`src/rtl/core/adx_trend_signal_trader_macros.svh`:
```
// Assertion helpers for the ADX trader; clk and rst_n must be in scope.
`ifndef ADX_TREND_SIGNAL_TRADER_MACROS_SVH
`define ADX_TREND_SIGNAL_TRADER_MACROS_SVH

// Overlapping implication, checked out of reset.
`define ADX_ASSERT_NOW(lbl, ante, cons, msg) \
  lbl: assert property (@(posedge clk) disable iff (!rst_n) (ante) |-> (cons)) \
    else $error(msg);

// Non-overlapping implication, consequent checked in the following cycle.
`define ADX_ASSERT_NEXT(lbl, ante, cons, msg) \
  lbl: assert property (@(posedge clk) disable iff (!rst_n) (ante) |=> (cons)) \
    else $error(msg);

`endif

```
`src/rtl/core/adx_pkg.sv`:
```
// ----------------------------------------------------------------------------
// adx_pkg
// Shared types and fixed-point widths of the ADX trend trader.
// ----------------------------------------------------------------------------
`timescale 1ns / 1ps

package adx_pkg;

  localparam int PRICE_W = 32;
  localparam int FRAC_W  = 16;
  localparam int ATR_W   = PRICE_W + FRAC_W;
  localparam int DI_W    = FRAC_W + 1;
  localparam int ADX_W   = 23;
  localparam int POS_W   = 11;
  localparam int LIM_W   = 10;
  localparam int THR_W   = 7;
  localparam int ALPHA_W = 16;
  localparam int MONEY_W = 48;
  localparam int Q_W     = 23;
  localparam int CNT_W   = 5;
  localparam int PROD_W  = ATR_W + ALPHA_W;

  localparam logic [DI_W-1:0]  DI_CAP   = '1;
  localparam logic [CNT_W-1:0] DI_STEPS = CNT_W'(DI_W);
  localparam logic [CNT_W-1:0] DX_STEPS = CNT_W'(Q_W);

  localparam logic [MONEY_W:0] S48_MAX = {2'b00, {(MONEY_W-1){1'b1}}};
  localparam logic [MONEY_W:0] S48_MIN = {2'b11, {(MONEY_W-1){1'b0}}};

  // register byte addresses [3:2]
  localparam logic [1:0] REG_ALPHA = 2'd0;
  localparam logic [1:0] REG_THR   = 2'd1;
  localparam logic [1:0] REG_LIMIT = 2'd2;

  localparam logic [15:0] ALPHA_RST = 16'd6242;
  localparam logic [6:0]  THR_RST   = 7'd25;
  localparam logic [9:0]  LIMIT_RST = 10'd5;

  typedef enum logic [1:0] {
    ACT_NONE = 2'd0,
    ACT_BUY  = 2'd1,
    ACT_SELL = 2'd2
  } action_t;

  typedef enum logic [3:0] {
    OP_NONE,
    OP_LOAD,
    OP_TR,
    OP_EMA_MUL,
    OP_EMA_UPD,
    OP_DI_START,
    OP_DI_TAKE,
    OP_DX_START,
    OP_DX_TAKE,
    OP_TRADE,
    OP_PNL_MUL,
    OP_FINISH
  } dp_op_t;

  typedef enum logic [1:0] {
    SEL_ATR,
    SEL_PDI,
    SEL_MDI,
    SEL_ADX
  } ema_sel_t;

  typedef enum logic [4:0] {
    S_IDLE,
    S_TR,
    S_ATR_MUL,
    S_ATR_UPD,
    S_PDIV_START,
    S_PDIV_WAIT,
    S_MDIV_START,
    S_MDIV_WAIT,
    S_PDI_MUL,
    S_PDI_UPD,
    S_MDI_MUL,
    S_MDI_UPD,
    S_DX_START,
    S_DX_WAIT,
    S_ADX_MUL,
    S_ADX_UPD,
    S_TRADE,
    S_PNL_MUL,
    S_FINISH
  } ctrl_state_t;

  typedef struct packed {
    dp_op_t   op;
    ema_sel_t sel;
  } dp_cmd_t;

  typedef struct packed {
    logic primed;
    logic div_busy;
    logic out_busy;
  } dp_stat_t;

endpackage

```
`src/rtl/core/adx_ctrl.sv`:
```
// ----------------------------------------------------------------------------
// adx_ctrl
// Sequencer: walks one bar through TR, ATR, DI, DX, ADX, trade and PnL; a priming bar goes straight to PnL.
// ----------------------------------------------------------------------------
`timescale 1ns / 1ps

module adx_ctrl (
  input  logic               clk,
  input  logic               rst_n,
  input  logic               in_valid,
  output logic               in_ready,
  input  adx_pkg::dp_stat_t  stat,
  output adx_pkg::dp_cmd_t   cmd
);
  import adx_pkg::*;

  ctrl_state_t state_r, state_nxt;

  always_ff @(posedge clk) begin
    if (!rst_n) begin
      state_r <= S_IDLE;
    end else begin
      state_r <= state_nxt;
    end
  end

  always_comb begin
    state_nxt = state_r;
    cmd.op    = OP_NONE;
    cmd.sel   = SEL_ATR;
    in_ready  = 1'b0;
    case (state_r)
      S_IDLE: begin
        in_ready = 1'b1;
        if (in_valid) begin
          cmd.op    = OP_LOAD;
          state_nxt = stat.primed ? S_TR : S_PNL_MUL;
        end
      end
      S_TR: begin
        cmd.op    = OP_TR;
        state_nxt = S_ATR_MUL;
      end
      S_ATR_MUL: begin
        cmd.op    = OP_EMA_MUL;
        state_nxt = S_ATR_UPD;
      end
      S_ATR_UPD: begin
        cmd.op    = OP_EMA_UPD;
        state_nxt = S_PDIV_START;
      end
      S_PDIV_START: begin
        cmd.op    = OP_DI_START;
        cmd.sel   = SEL_PDI;
        state_nxt = S_PDIV_WAIT;
      end
      S_PDIV_WAIT: begin
        cmd.sel = SEL_PDI;
        if (!stat.div_busy) begin
          cmd.op    = OP_DI_TAKE;
          state_nxt = S_MDIV_START;
        end
      end
      S_MDIV_START: begin
        cmd.op    = OP_DI_START;
        cmd.sel   = SEL_MDI;
        state_nxt = S_MDIV_WAIT;
      end
      S_MDIV_WAIT: begin
        cmd.sel = SEL_MDI;
        if (!stat.div_busy) begin
          cmd.op    = OP_DI_TAKE;
          state_nxt = S_PDI_MUL;
        end
      end
      S_PDI_MUL: begin
        cmd.op    = OP_EMA_MUL;
        cmd.sel   = SEL_PDI;
        state_nxt = S_PDI_UPD;
      end
      S_PDI_UPD: begin
        cmd.op    = OP_EMA_UPD;
        cmd.sel   = SEL_PDI;
        state_nxt = S_MDI_MUL;
      end
      S_MDI_MUL: begin
        cmd.op    = OP_EMA_MUL;
        cmd.sel   = SEL_MDI;
        state_nxt = S_MDI_UPD;
      end
      S_MDI_UPD: begin
        cmd.op    = OP_EMA_UPD;
        cmd.sel   = SEL_MDI;
        state_nxt = S_DX_START;
      end
      S_DX_START: begin
        cmd.op    = OP_DX_START;
        state_nxt = S_DX_WAIT;
      end
      S_DX_WAIT: begin
        if (!stat.div_busy) begin
          cmd.op    = OP_DX_TAKE;
          state_nxt = S_ADX_MUL;
        end
      end
      S_ADX_MUL: begin
        cmd.op    = OP_EMA_MUL;
        cmd.sel   = SEL_ADX;
        state_nxt = S_ADX_UPD;
      end
      S_ADX_UPD: begin
        cmd.op    = OP_EMA_UPD;
        cmd.sel   = SEL_ADX;
        state_nxt = S_TRADE;
      end
      S_TRADE: begin
        cmd.op    = OP_TRADE;
        state_nxt = S_PNL_MUL;
      end
      S_PNL_MUL: begin
        cmd.op    = OP_PNL_MUL;
        state_nxt = S_FINISH;
      end
      S_FINISH: begin
        // hold until the output word is free
        if (!stat.out_busy) begin
          cmd.op    = OP_FINISH;
          state_nxt = S_IDLE;
        end
      end
      default: begin
        state_nxt = S_IDLE;
      end
    endcase
  end

endmodule

```
`config.mk`:
```
export PLATFORM = sky130hd
export DESIGN_NAME = adx_ctrl
export DESIGN_NICKNAME = d
export VERILOG_FILES = /design/src/rtl/core/adx_trend_signal_trader_macros.svh /design/src/rtl/core/adx_pkg.sv /design/src/rtl/core/adx_ctrl.sv
export SDC_FILE = /design/constraint.sdc
export NUM_CORES = 1
export LEC_CHECK = 0
export BUFFER_PORTS_ARGS = -buffer_cell sky130_fd_sc_hd__buf_2
export CAP_MARGIN = 20
export CORE_AREA = 3 3 40 42
export CTS_CLUSTER_DIAMETER = 50
export DETAILED_ROUTE_END_ITERATION = 12
export DIE_AREA = 0 0 43 45
export GPL_TIMING_DRIVEN = 0
export MAX_ROUTING_LAYER = met4
export SYNTH_ARGS = -nofsm -noshare
export SYNTH_HDL_FRONTEND = slang
export SYNTH_SLANG_ARGS = --single-unit
```
`constraint.sdc`:
```
create_clock -name clk -period 1.6 [get_ports clk]
set_input_delay 0.32 -clock clk [delete_from_list [all_inputs] [get_ports clk]]
set_output_delay 0.32 -clock clk [all_outputs]
set_load 0.03 [all_outputs]
```
# Word level (Yosys, flattened, before mapping)
# Index checks and enable logic that the tools add are counted.
[word_totals]
output_inout_bits = 7
elab_cells = 47
register_bits = 5
in_bits = 6
[op_classes]
muxes = 14
reduce_logical = 9
eq_ne = 23
[ops]
columns = ["op", "n"]
rows = [
  ["$pmux W5 S19", 1],
  ["$pmux W4 S11", 1],
  ["$eq A5 B4 Y1 const B", 8],
  ["$mux W5", 6],
  ["$eq A5 B3 Y1 const B", 4],
  ["$reduce_or A4 Y1", 4],
  ["$eq A5 B5 Y1 const B", 3],
  ["$eq A5 B2 Y1 const B", 2],
  ["$ne A2 B2 Y1 const B", 5],
  ["$mux W4", 2],
  ["$pmux W2 S3", 1],
  ["$reduce_or A2 Y1", 3],
  ["$eq A5 B1 Y1 const B", 1],
  ["$logic_not A5 Y1", 1],
  ["$reduce_and A5 Y1", 1],
  ["$mux W3", 1],
  ["$mux W1", 2],
]

# Logic depth before layout (Yosys ltp)
# Gate-level depths: netlist of run 1.
[logic_depth]
word_depth = 3
ltp_mapped = 5
mapped_depth_nobuf = 4

# Least setup slack after synthesis of run 1
# OpenSTA, ideal clock, no wires.
[synth_timing]
kind = "register to output"
start = "register state_r[4]"
end = "output port cmd[5] (netlist bit)"
path_slack_ns = -0.287
stages_incl_launch_ff = 5
t_arrival_ns = 1.567
t_required_ns = 1.280
n_path_buf = 1
cell_sequence = "dfxtp_1 > buf_6 > nand2b_4 > or4_1 > a22oi_1"
[synth_rtl]
columns = ["element", "line", "source"]
rows = [
  ["from (decl)", "adx_ctrl.sv:17", "ctrl_state_t state_r, state_nxt;"],
  ["from (signal assigned)", "adx_ctrl.sv:23", "state_r <= state_nxt;"],
  ["to (decl)", "adx_ctrl.sv:13", "output adx_pkg::dp_cmd_t cmd"],
]

==> summary.md, run 1 <==
| Metric | Value |
|---|---|
| Status | `complete, but fails checks` |
| Failing checks | `setup timing` |
| Crit end category | `output port` |
| Crit path max fanout | `3` |
| Wire length of the first global-routing pass | `between 3000 and 4000 microns` |
| Final Hold Fails | `0` |
| Total CTS buffers | `3` |
| Dpl hpwl | `1062 microns` |
| CP max stage cell | `or4_4` |
| Max Slew Vio Count | `0` |
| Largest reg by FF count | `state_r` |
| Net Sw Frac | `41.39%` |
| CTS H-tree lvls | `1` |
| Met3 routed wirelength | `122 microns` |
| Setup TNS | `-1.523 ns` |
| Net switching power | `around 0.4 mW` |
| # nets final | `116` |
| Slew margin rel. | `approximately 73%` |
| Clock sink count | `5` |
| Most frequent cells after synthesis | `9 x a21oi_1, 9 x nor2_1, 5 x buf_2, 5 x dfxtp_1, 5 x nand2_1` |
| Placed cell area | `658.1 sq um` |
| Final min period | `1.931 ns` |
| Initial antenna violation count | `0` |
| Number of flip-flops in the largest register | `5` |
| Number of global-route vias before repair | `a little under 700` |
| Initial Utilization | `42.26%` |
| Synthesized net count | `80` |
| Final hold slack | `about 0.37 ns` |
| Overall routed net length | `2161 microns` |
| Area contributors post-synth | `dfxtp_1 18%, a21oi_1 8.3%, nor2_1 6.2%` |
| # setup viols final | `7` |
| Yosys Warn Count | `0` |
| Fmax | `a little over 500 MHz` |
| Post-route non-filler standard cell count | `~120` |
| RSZ-0062 raised after global routing | `true` |
| Actual slew at the worst max-slew pin | `0.4011 ns` |
| Ys async rst share | `0%` |
| PwrDens | `987.9 nW/um^2` |
| Mean post-synth cell area | `7.338 sq um` |
| Detailed-route via count | `742` |
| First drt pass iteration count | `4` |
| GRT Overall Usage | `22.88%` |
| Maximum number of pins on one net before global-route repair | `11` |
| Max stage delay on crit path | `~0.53 ns` |
| Int Pwr | `around 0.56 mW` |
| Port Buffer Count | `12` |
| Sequential fraction of design power | `16.5%` |
| Synthesis-stage register bit count | `5` |
| CP top delay family | `simple AND/OR/NAND/NOR gates` |
| CTS clk-pin slew, worst paths | `~0.05 ns` |
| Sequential cell area fraction in the yosys report | `a little under a fifth` |
| Cells after DPL | `roughly 100` |
| Leakage power | `about 0.4 nW` |
| Final worst slack | `-0.3306 ns` |
| WP data arrival | `1.61 ns` |
| Final period util | `120.7%` |
| Clk_skew | `approximately 0.0077 ns` |
| Ant. Diodes | `0` |
| I/O pins | `13` |
| Comb pwr share | `approximately 68%` |
| Layout cell share with drive strength beyond 1 | `between 60 and 70%` |
| Critical-path cell list | `nand2b_4, or4_4, a22oi_2, buf_6` |
| Die H | `between 40 and 50 microns` |
| Core Box Area | `1285 sq um` |
| CP startpoint kind | `flop` |
| Hold_buf cts | `0` |
| CTS tree | `built` |
| Clk root buf | `clkbuf_4` |
| Finished Core Util | `between 70 and 80%` |
| # Max-Cap Violations | `0` |
| Initial drt markers | `34` |
| Top FF cell, synth | `dfxtp_1` |
| Grt ovf | `0` |
| Biggest regs | `state_r x5` |
| Final Cell Area | `between 900 and 1000 sq um` |
| Required @ worst endpoint | `between 1 and 1.5 ns` |
| Uppermost layer routed | `met4` |
| WP buf/inv | `1` |
| EDFF count, synth | `0` |
| Wire per inst | `17.43 microns` |
| Met2 routed WL | `around 1100 microns` |
| Clock power share | `around 16%` |
| Die Area | `1935 sq um` |
| Mapped cell area | `543.0 sq um` |
| Die Wd | `approximately 43 microns` |
| Wl on met1 | `887 microns` |
| Synth-to-Final Area Change | `78.57%` |
| Vias/cell | `between 5 and 6` |
| Design Power | `approximately 0.96 mW` |
| # rows | `13` |
| Cells after Synth | `74` |
| Area share of the largest cell type after synthesis | `a little under a fifth` |
| CTS max path bufs | `2` |
| Global placement routability congestion | `approximately 0.84` |
| Cell taking the most area after synthesis | `dfxtp_1` |
| CP Class | `flop to output port` |
| Hold Crit Class | `input pin to flop` |
| # DRC | `0` |
| Cell variety after synth | `36` |
| Clk_lat worst skew | `about 0.24 ns` |
| Routed Antenna Nets | `0` |
| VDD IR max | `around 0.00066 V` |
| Worst slack, placed | `-0.2133 ns` |
==> power groups by stage <==
stage	registers, mW	logic (mW)	clock network [mW]
after floorplan	0.149	0.326	0
after global placement	0.151	0.412	0
after detailed placement	0.152	0.411	0
after CTS	0.155	0.580	0.153
after global routing	0.160	0.685	0.166
final	0.158	0.651	0.149
==> cell type report <==
cell class / count / area (sq um)
fill: 89 / 315.3
multi-input combinational: 59 / 465.4
buffer: 7 / 86.33
sequential: 5 / 111.4
clock buffer: 4 / 26.28
timing repair buffer: 32 / 254.0
tap: 15 / 18.77
inverter: 2 / 7.507
==> worst reg2reg max path: stages, from the launching register on <==
cell	delay, ns
dfxtp_4	0.36
or3_1	0.38
buf_6	0.14
buf_6	0.11
buf_4	0.14
nor3_4	0.11
a211oi_2	0.07
o21a_1	0.17
==> path summary, 6_finish.rpt <==
kind	start	end	depth (start not counted)	slack [ns]
setup / recovery	state_r[4]	cmd[5]	4	-0.33
hold / removal	rst_n	state_r[2]	2	0.37
setup reg to reg	state_r[3]	state_r[0]	7	0
hold reg to reg	state_r[1]	state_r[2]	2	0.67
==> cell usage in the layout, fill, tap and decap left out, types with 2 or more instances in the layout <==
master / n
a21oi_1: 6
a21oi_2: 3
buf_2: 6
buf_4: 19
buf_6: 11
clkbuf_4: 3
dfxtp_2: 3
dfxtp_4: 2
nand2_1: 3
nand2_2: 2
nand2b_1: 2
nand3_1: 2
nor2_1: 8
nor2b_1: 3
nor3_1: 2
nor3_4: 2
nor3b_2: 2
o21a_1: 2
==> logic make-up (layout without fill, tap and decap cells) <==
logic type      Yosys count  after routing  synth area share (%)
buf+inv                  10             45                 10.83
compound gates           23             23                 32.49
simple gates             35             35                 36.64
xor+xnor                  1              1                 1.613
flops                     5              5                 18.43
==> what timing repair did <==
action                     in CTS  in global routing
gates resized for setup        38                  7
cloned                          0                  0
buffers inserted               13                  8
pin swaps                       5                  3
setup endpoints to repair       7                  7
==> per-layer routing <==
| layer | vias up | GRT usage [%] |
|---|---|---|
| met4 | 0 | 10.24 |
| met5 | - | - |
| li1 | 337 | - |
| met2 | 49 | 38.32 |
| met3 | 12 | 4.781 |
| met1 | 344 | 26.44 |
Note: power is estimated with default switching activity, not from simulation.
==> run 2: changes to the inputs <==
- clock period: 1.6 -> 2.45 ns (I/O delays scaled with it)
==> run 2 against run 1 <==
Against the previous run: the run now ends clean; power decreased by 54%; sequential share of layout area increased by 4.0 points; combinational power shrank 62%; clock-buffer cell count stayed put; cell area is 33% lower; critical path depth unchanged; critical path type unchanged; critical endpoint unchanged; largest cell class unchanged; largest power group unchanged.
==> summary.md, run 2 (synthesized netlist as in run 1, its figures left out) <==
| Metric | Value |
|---|---|
| Wire per inst | `12.72 microns (was 17.43 microns)` |
| Status | `finished, final reports clean (was complete, but fails checks)` |
| Clock sink count | `5 (unchanged)` |
| Global placement routability congestion | `0.8611 (was 0.8373)` |
| Leakage power | `0.2684 nW (was 0.4034 nW)` |
| Grt ovf | `0 (unchanged)` |
| Clk_lat worst skew | `0.24 ns (about the same)` |
| Hold Crit Class | `input pin to flop (unchanged)` |
| Number of global-route vias before repair | `511 (was 695)` |
| Dpl hpwl | `987.3 microns (was 1062 microns)` |
| # setup viols final | `0 (was 7)` |
| WHS Endpoint | `state_r[2] (unchanged)` |
| Die H | `45 microns (unchanged)` |
| # nets final | `97 (was 116)` |
| Largest reg by FF count | `state_r (unchanged)` |
| Core Box Area | `1285 sq um (unchanged)` |
| CP startpoint | `state_r[1] (was state_r[4])` |
| Sequential fraction of design power | `22.3% (was 16.5%)` |
| Final period util | `roughly nine tenths` |
| Wire length of the first global-routing pass | `2249 microns (was 3229 microns)` |
| # DRC | `0 (unchanged)` |
| Overall routed net length | `1336 microns (was 2161 microns)` |
| Biggest regs | `state_r x5 (unchanged)` |
| Routed Antenna Nets | `0 (unchanged)` |
| Setup Fix Bufs, Post-CTS | `0 (was 13)` |
| Layout filler cell count | `133 (was 89)` |
| Total CTS buffers | `3 (unchanged)` |
| PwrDens | `674.2 nW/um^2 (was 987.9 nW/um^2)` |
| Critical-path cell list | `buf_2, or4_1, a22oi_1, buf_2 (was nand2b_4, or4_4, a22oi_2, buf_6)` |
| Most common cell after layout, fill and taps aside | `buf_2 (was buf_4)` |
| Max stage delay on crit path | `0.54 ns (was 0.53 ns)` |
| Hold depth | `2 (unchanged)` |
| Worst reg2reg path depth | `5 (was 7)` |
| CTS clk-pin slew, worst paths | `0.04 ns (was 0.05 ns)` |
| WP data arrival | `1.72 ns (was 1.61 ns)` |
| # rows | `13 (unchanged)` |
| Cell mode on critical path | `buf_2` |
| GRT Overall Usage | `15.94% (was 22.88%)` |
| VDD IR max | `0.0003404 V (was 0.0006623 V)` |
| Net switching power | `0.1893 mW (was 0.3965 mW)` |
| I/O pins | `13 (unchanged)` |
| Initial antenna violation count | `0 (unchanged)` |
| Clk_skew | `0.002395 ns (was 0.007651 ns)` |
| Reg-to-Reg End | `state_r[1] (was state_r[0])` |
| FF-to-FF Start | `state_r[2] (was state_r[3])` |
| Hold path startpoint | `rst_n (unchanged)` |
| Vias/cell | `5.457 (was 5.984)` |
| Clock power share | `21.4% (was 15.5%)` |
| First drt pass iteration count | `4 (unchanged)` |
| CP startpoint kind | `flop (unchanged)` |
| Maximum number of pins on one net before global-route repair | `11 (unchanged)` |
| Setup slack, reg-to-reg | `1.06 ns (was 0 ns)` |
| # Max-Cap Violations | `0 (unchanged)` |
| Clk root buf | `clkbuf_4 (unchanged)` |
| Slew margin rel. | `70.20% (was 73.21%)` |
| Die Area | `1935 sq um (unchanged)` |
| Initial drt markers | `15 (was 34)` |
| Fmax | `about 450 MHz` |
| Hold_buf cts | `0 (unchanged)` |
| Final Hold Fails | `0 (unchanged)` |
| PostCTS Resize Cnt | `0 (was 38)` |
| CP max stage cell | `or4_1 (was or4_4)` |
| Die Wd | `43 microns (unchanged)` |
| CTS tree | `built (unchanged)` |
| CTS H-tree lvls | `1 (unchanged)` |
| Comb pwr share | `56.3% (was 68.0%)` |
| Final hold slack | `0.5333 ns (was 0.3683 ns)` |
| Detailed-route via count | `573 (was 742)` |
| Most frequent cells in the layout | `17 x buf_2, 9 x a21oi_1, 9 x nor2_1 (was 19 x buf_4, 11 x buf_6, 8 x nor2_1)` |
| Layout cell share with drive strength beyond 1 | `33.33% (was 62.39%)` |
| Multi-input logic area | `384.1 sq um (was 465.4 sq um)` |
| Number of flip-flops in the largest register | `5 (unchanged)` |
| RSZ-0062 raised after global routing | `false (was true)` |
| Cells after DPL | `101 (unchanged)` |
| FF/Latch Area | `100.1 sq um (was 111.4 sq um)` |
| Post-route non-filler standard cell count | `105 (was 124)` |
| Ant. Diodes | `0 (unchanged)` |
| Required @ worst endpoint | `1.96 ns (was 1.28 ns)` |
| CP Class | `flop to output port (unchanged)` |
| Final min period | `~2.2 ns` |
| Crit end category | `output port (unchanged)` |
| Int Pwr | `0.2476 mW (was 0.5614 mW)` |
| Setup TNS | `0 ns (was -1.523 ns)` |
| Crit path max fanout | `10 (was 3)` |
| Actual slew at the worst max-slew pin | `0.4462 ns (was 0.4011 ns)` |
| Initial Utilization | `42.26% (unchanged)` |
| Net Sw Frac | `43.33% (was 41.39%)` |
| Synth-to-Final Area Change | `19.35% (was 78.57%)` |
| Max Slew Vio Count | `0 (unchanged)` |
| CTS max path bufs | `2 (unchanged)` |
| Port Buffer Count | `12 (unchanged)` |
## run 2: changes by cell type in the layout (fill, tap and decap cells not counted), moves of 2 or more
cell     change
dfxtp_2      -3
buf_4       -18
buf_6       -10
a21oi_1      +3
buf_2       +11
nor3_4       -2
nand2_2      -2
nand2_1      +2
dfxtp_4      -2
a21oi_2      -3
dfxtp_1      +5
nor3_1       +2
## run 2: worst max path at each step
| stage | end | slack [ns] |
|---|---|---|
| after floorplan | cmd[5] | 0.39 |
| after global placement | cmd[5] | 0.40 |
| after detailed placement | cmd[5] | 0.42 |
| after CTS | cmd[5] | 0.25 |
| after global routing | cmd[3] | 0.13 |
| final | cmd[5] | 0.24 |
## run 2: area by class of cell
cell class	instances	area share (%)
buffer	8	7.915
clock buffer	4	4.054
inverter	2	1.158
multi-input combinational	59	59.27
sequential	5	15.44
tap	15	2.896
timing repair buffer	12	9.266
## run 2: power by group through the flow
stage / registers [mW] / logic [mW] / clock network [mW]
2_1_floorplan: 0.0971 / 0.193 / 0
3_5_place_dp: 0.0986 / 0.245 / 0
4_1_cts: 0.0972 / 0.246 / 0.0979
3_3_place_gp: 0.0990 / 0.245 / 0
5_1_grt: 0.0983 / 0.271 / 0.102
6_report: 0.0974 / 0.246 / 0.0935
## run 2: routing by layer
layer	vias up	GRT usage (%)	part of all wire (%)
met5	-	-	0
met4	0	6.627	0.82
met3	2	6.375	6.6
met2	15	20.96	43
met1	255	21.39	49
li1	301	-	-
## run 2: stage by stage
step | power (mW) | utilization [%] | setup slack [ns] | area (sq um)
6_report | 0.4369 | 50.44 | 0.2429 | 648.1
5_1_grt | 0.4715 | 50.44 | 0.1337 | 648.1
4_1_cts | 0.4415 | 50.44 | 0.2461 | 648.1
3_5_place_dp | 0.3439 | 48.39 | 0.4187 | 621.8
3_3_place_gp | 0.3441 | 48.39 | 0.3966 | 621.8
2_1_floorplan | 0.2906 | - | 0.3933 | 543.0
## run 2: critical path, delay by kind of cell, from the launching register on
kind / cells / cell delay, ns
flops: 1 / 0.34
compound gates: 1 / 0.19
simple gates: 1 / 0.54
buf+inv: 2 / 0.41
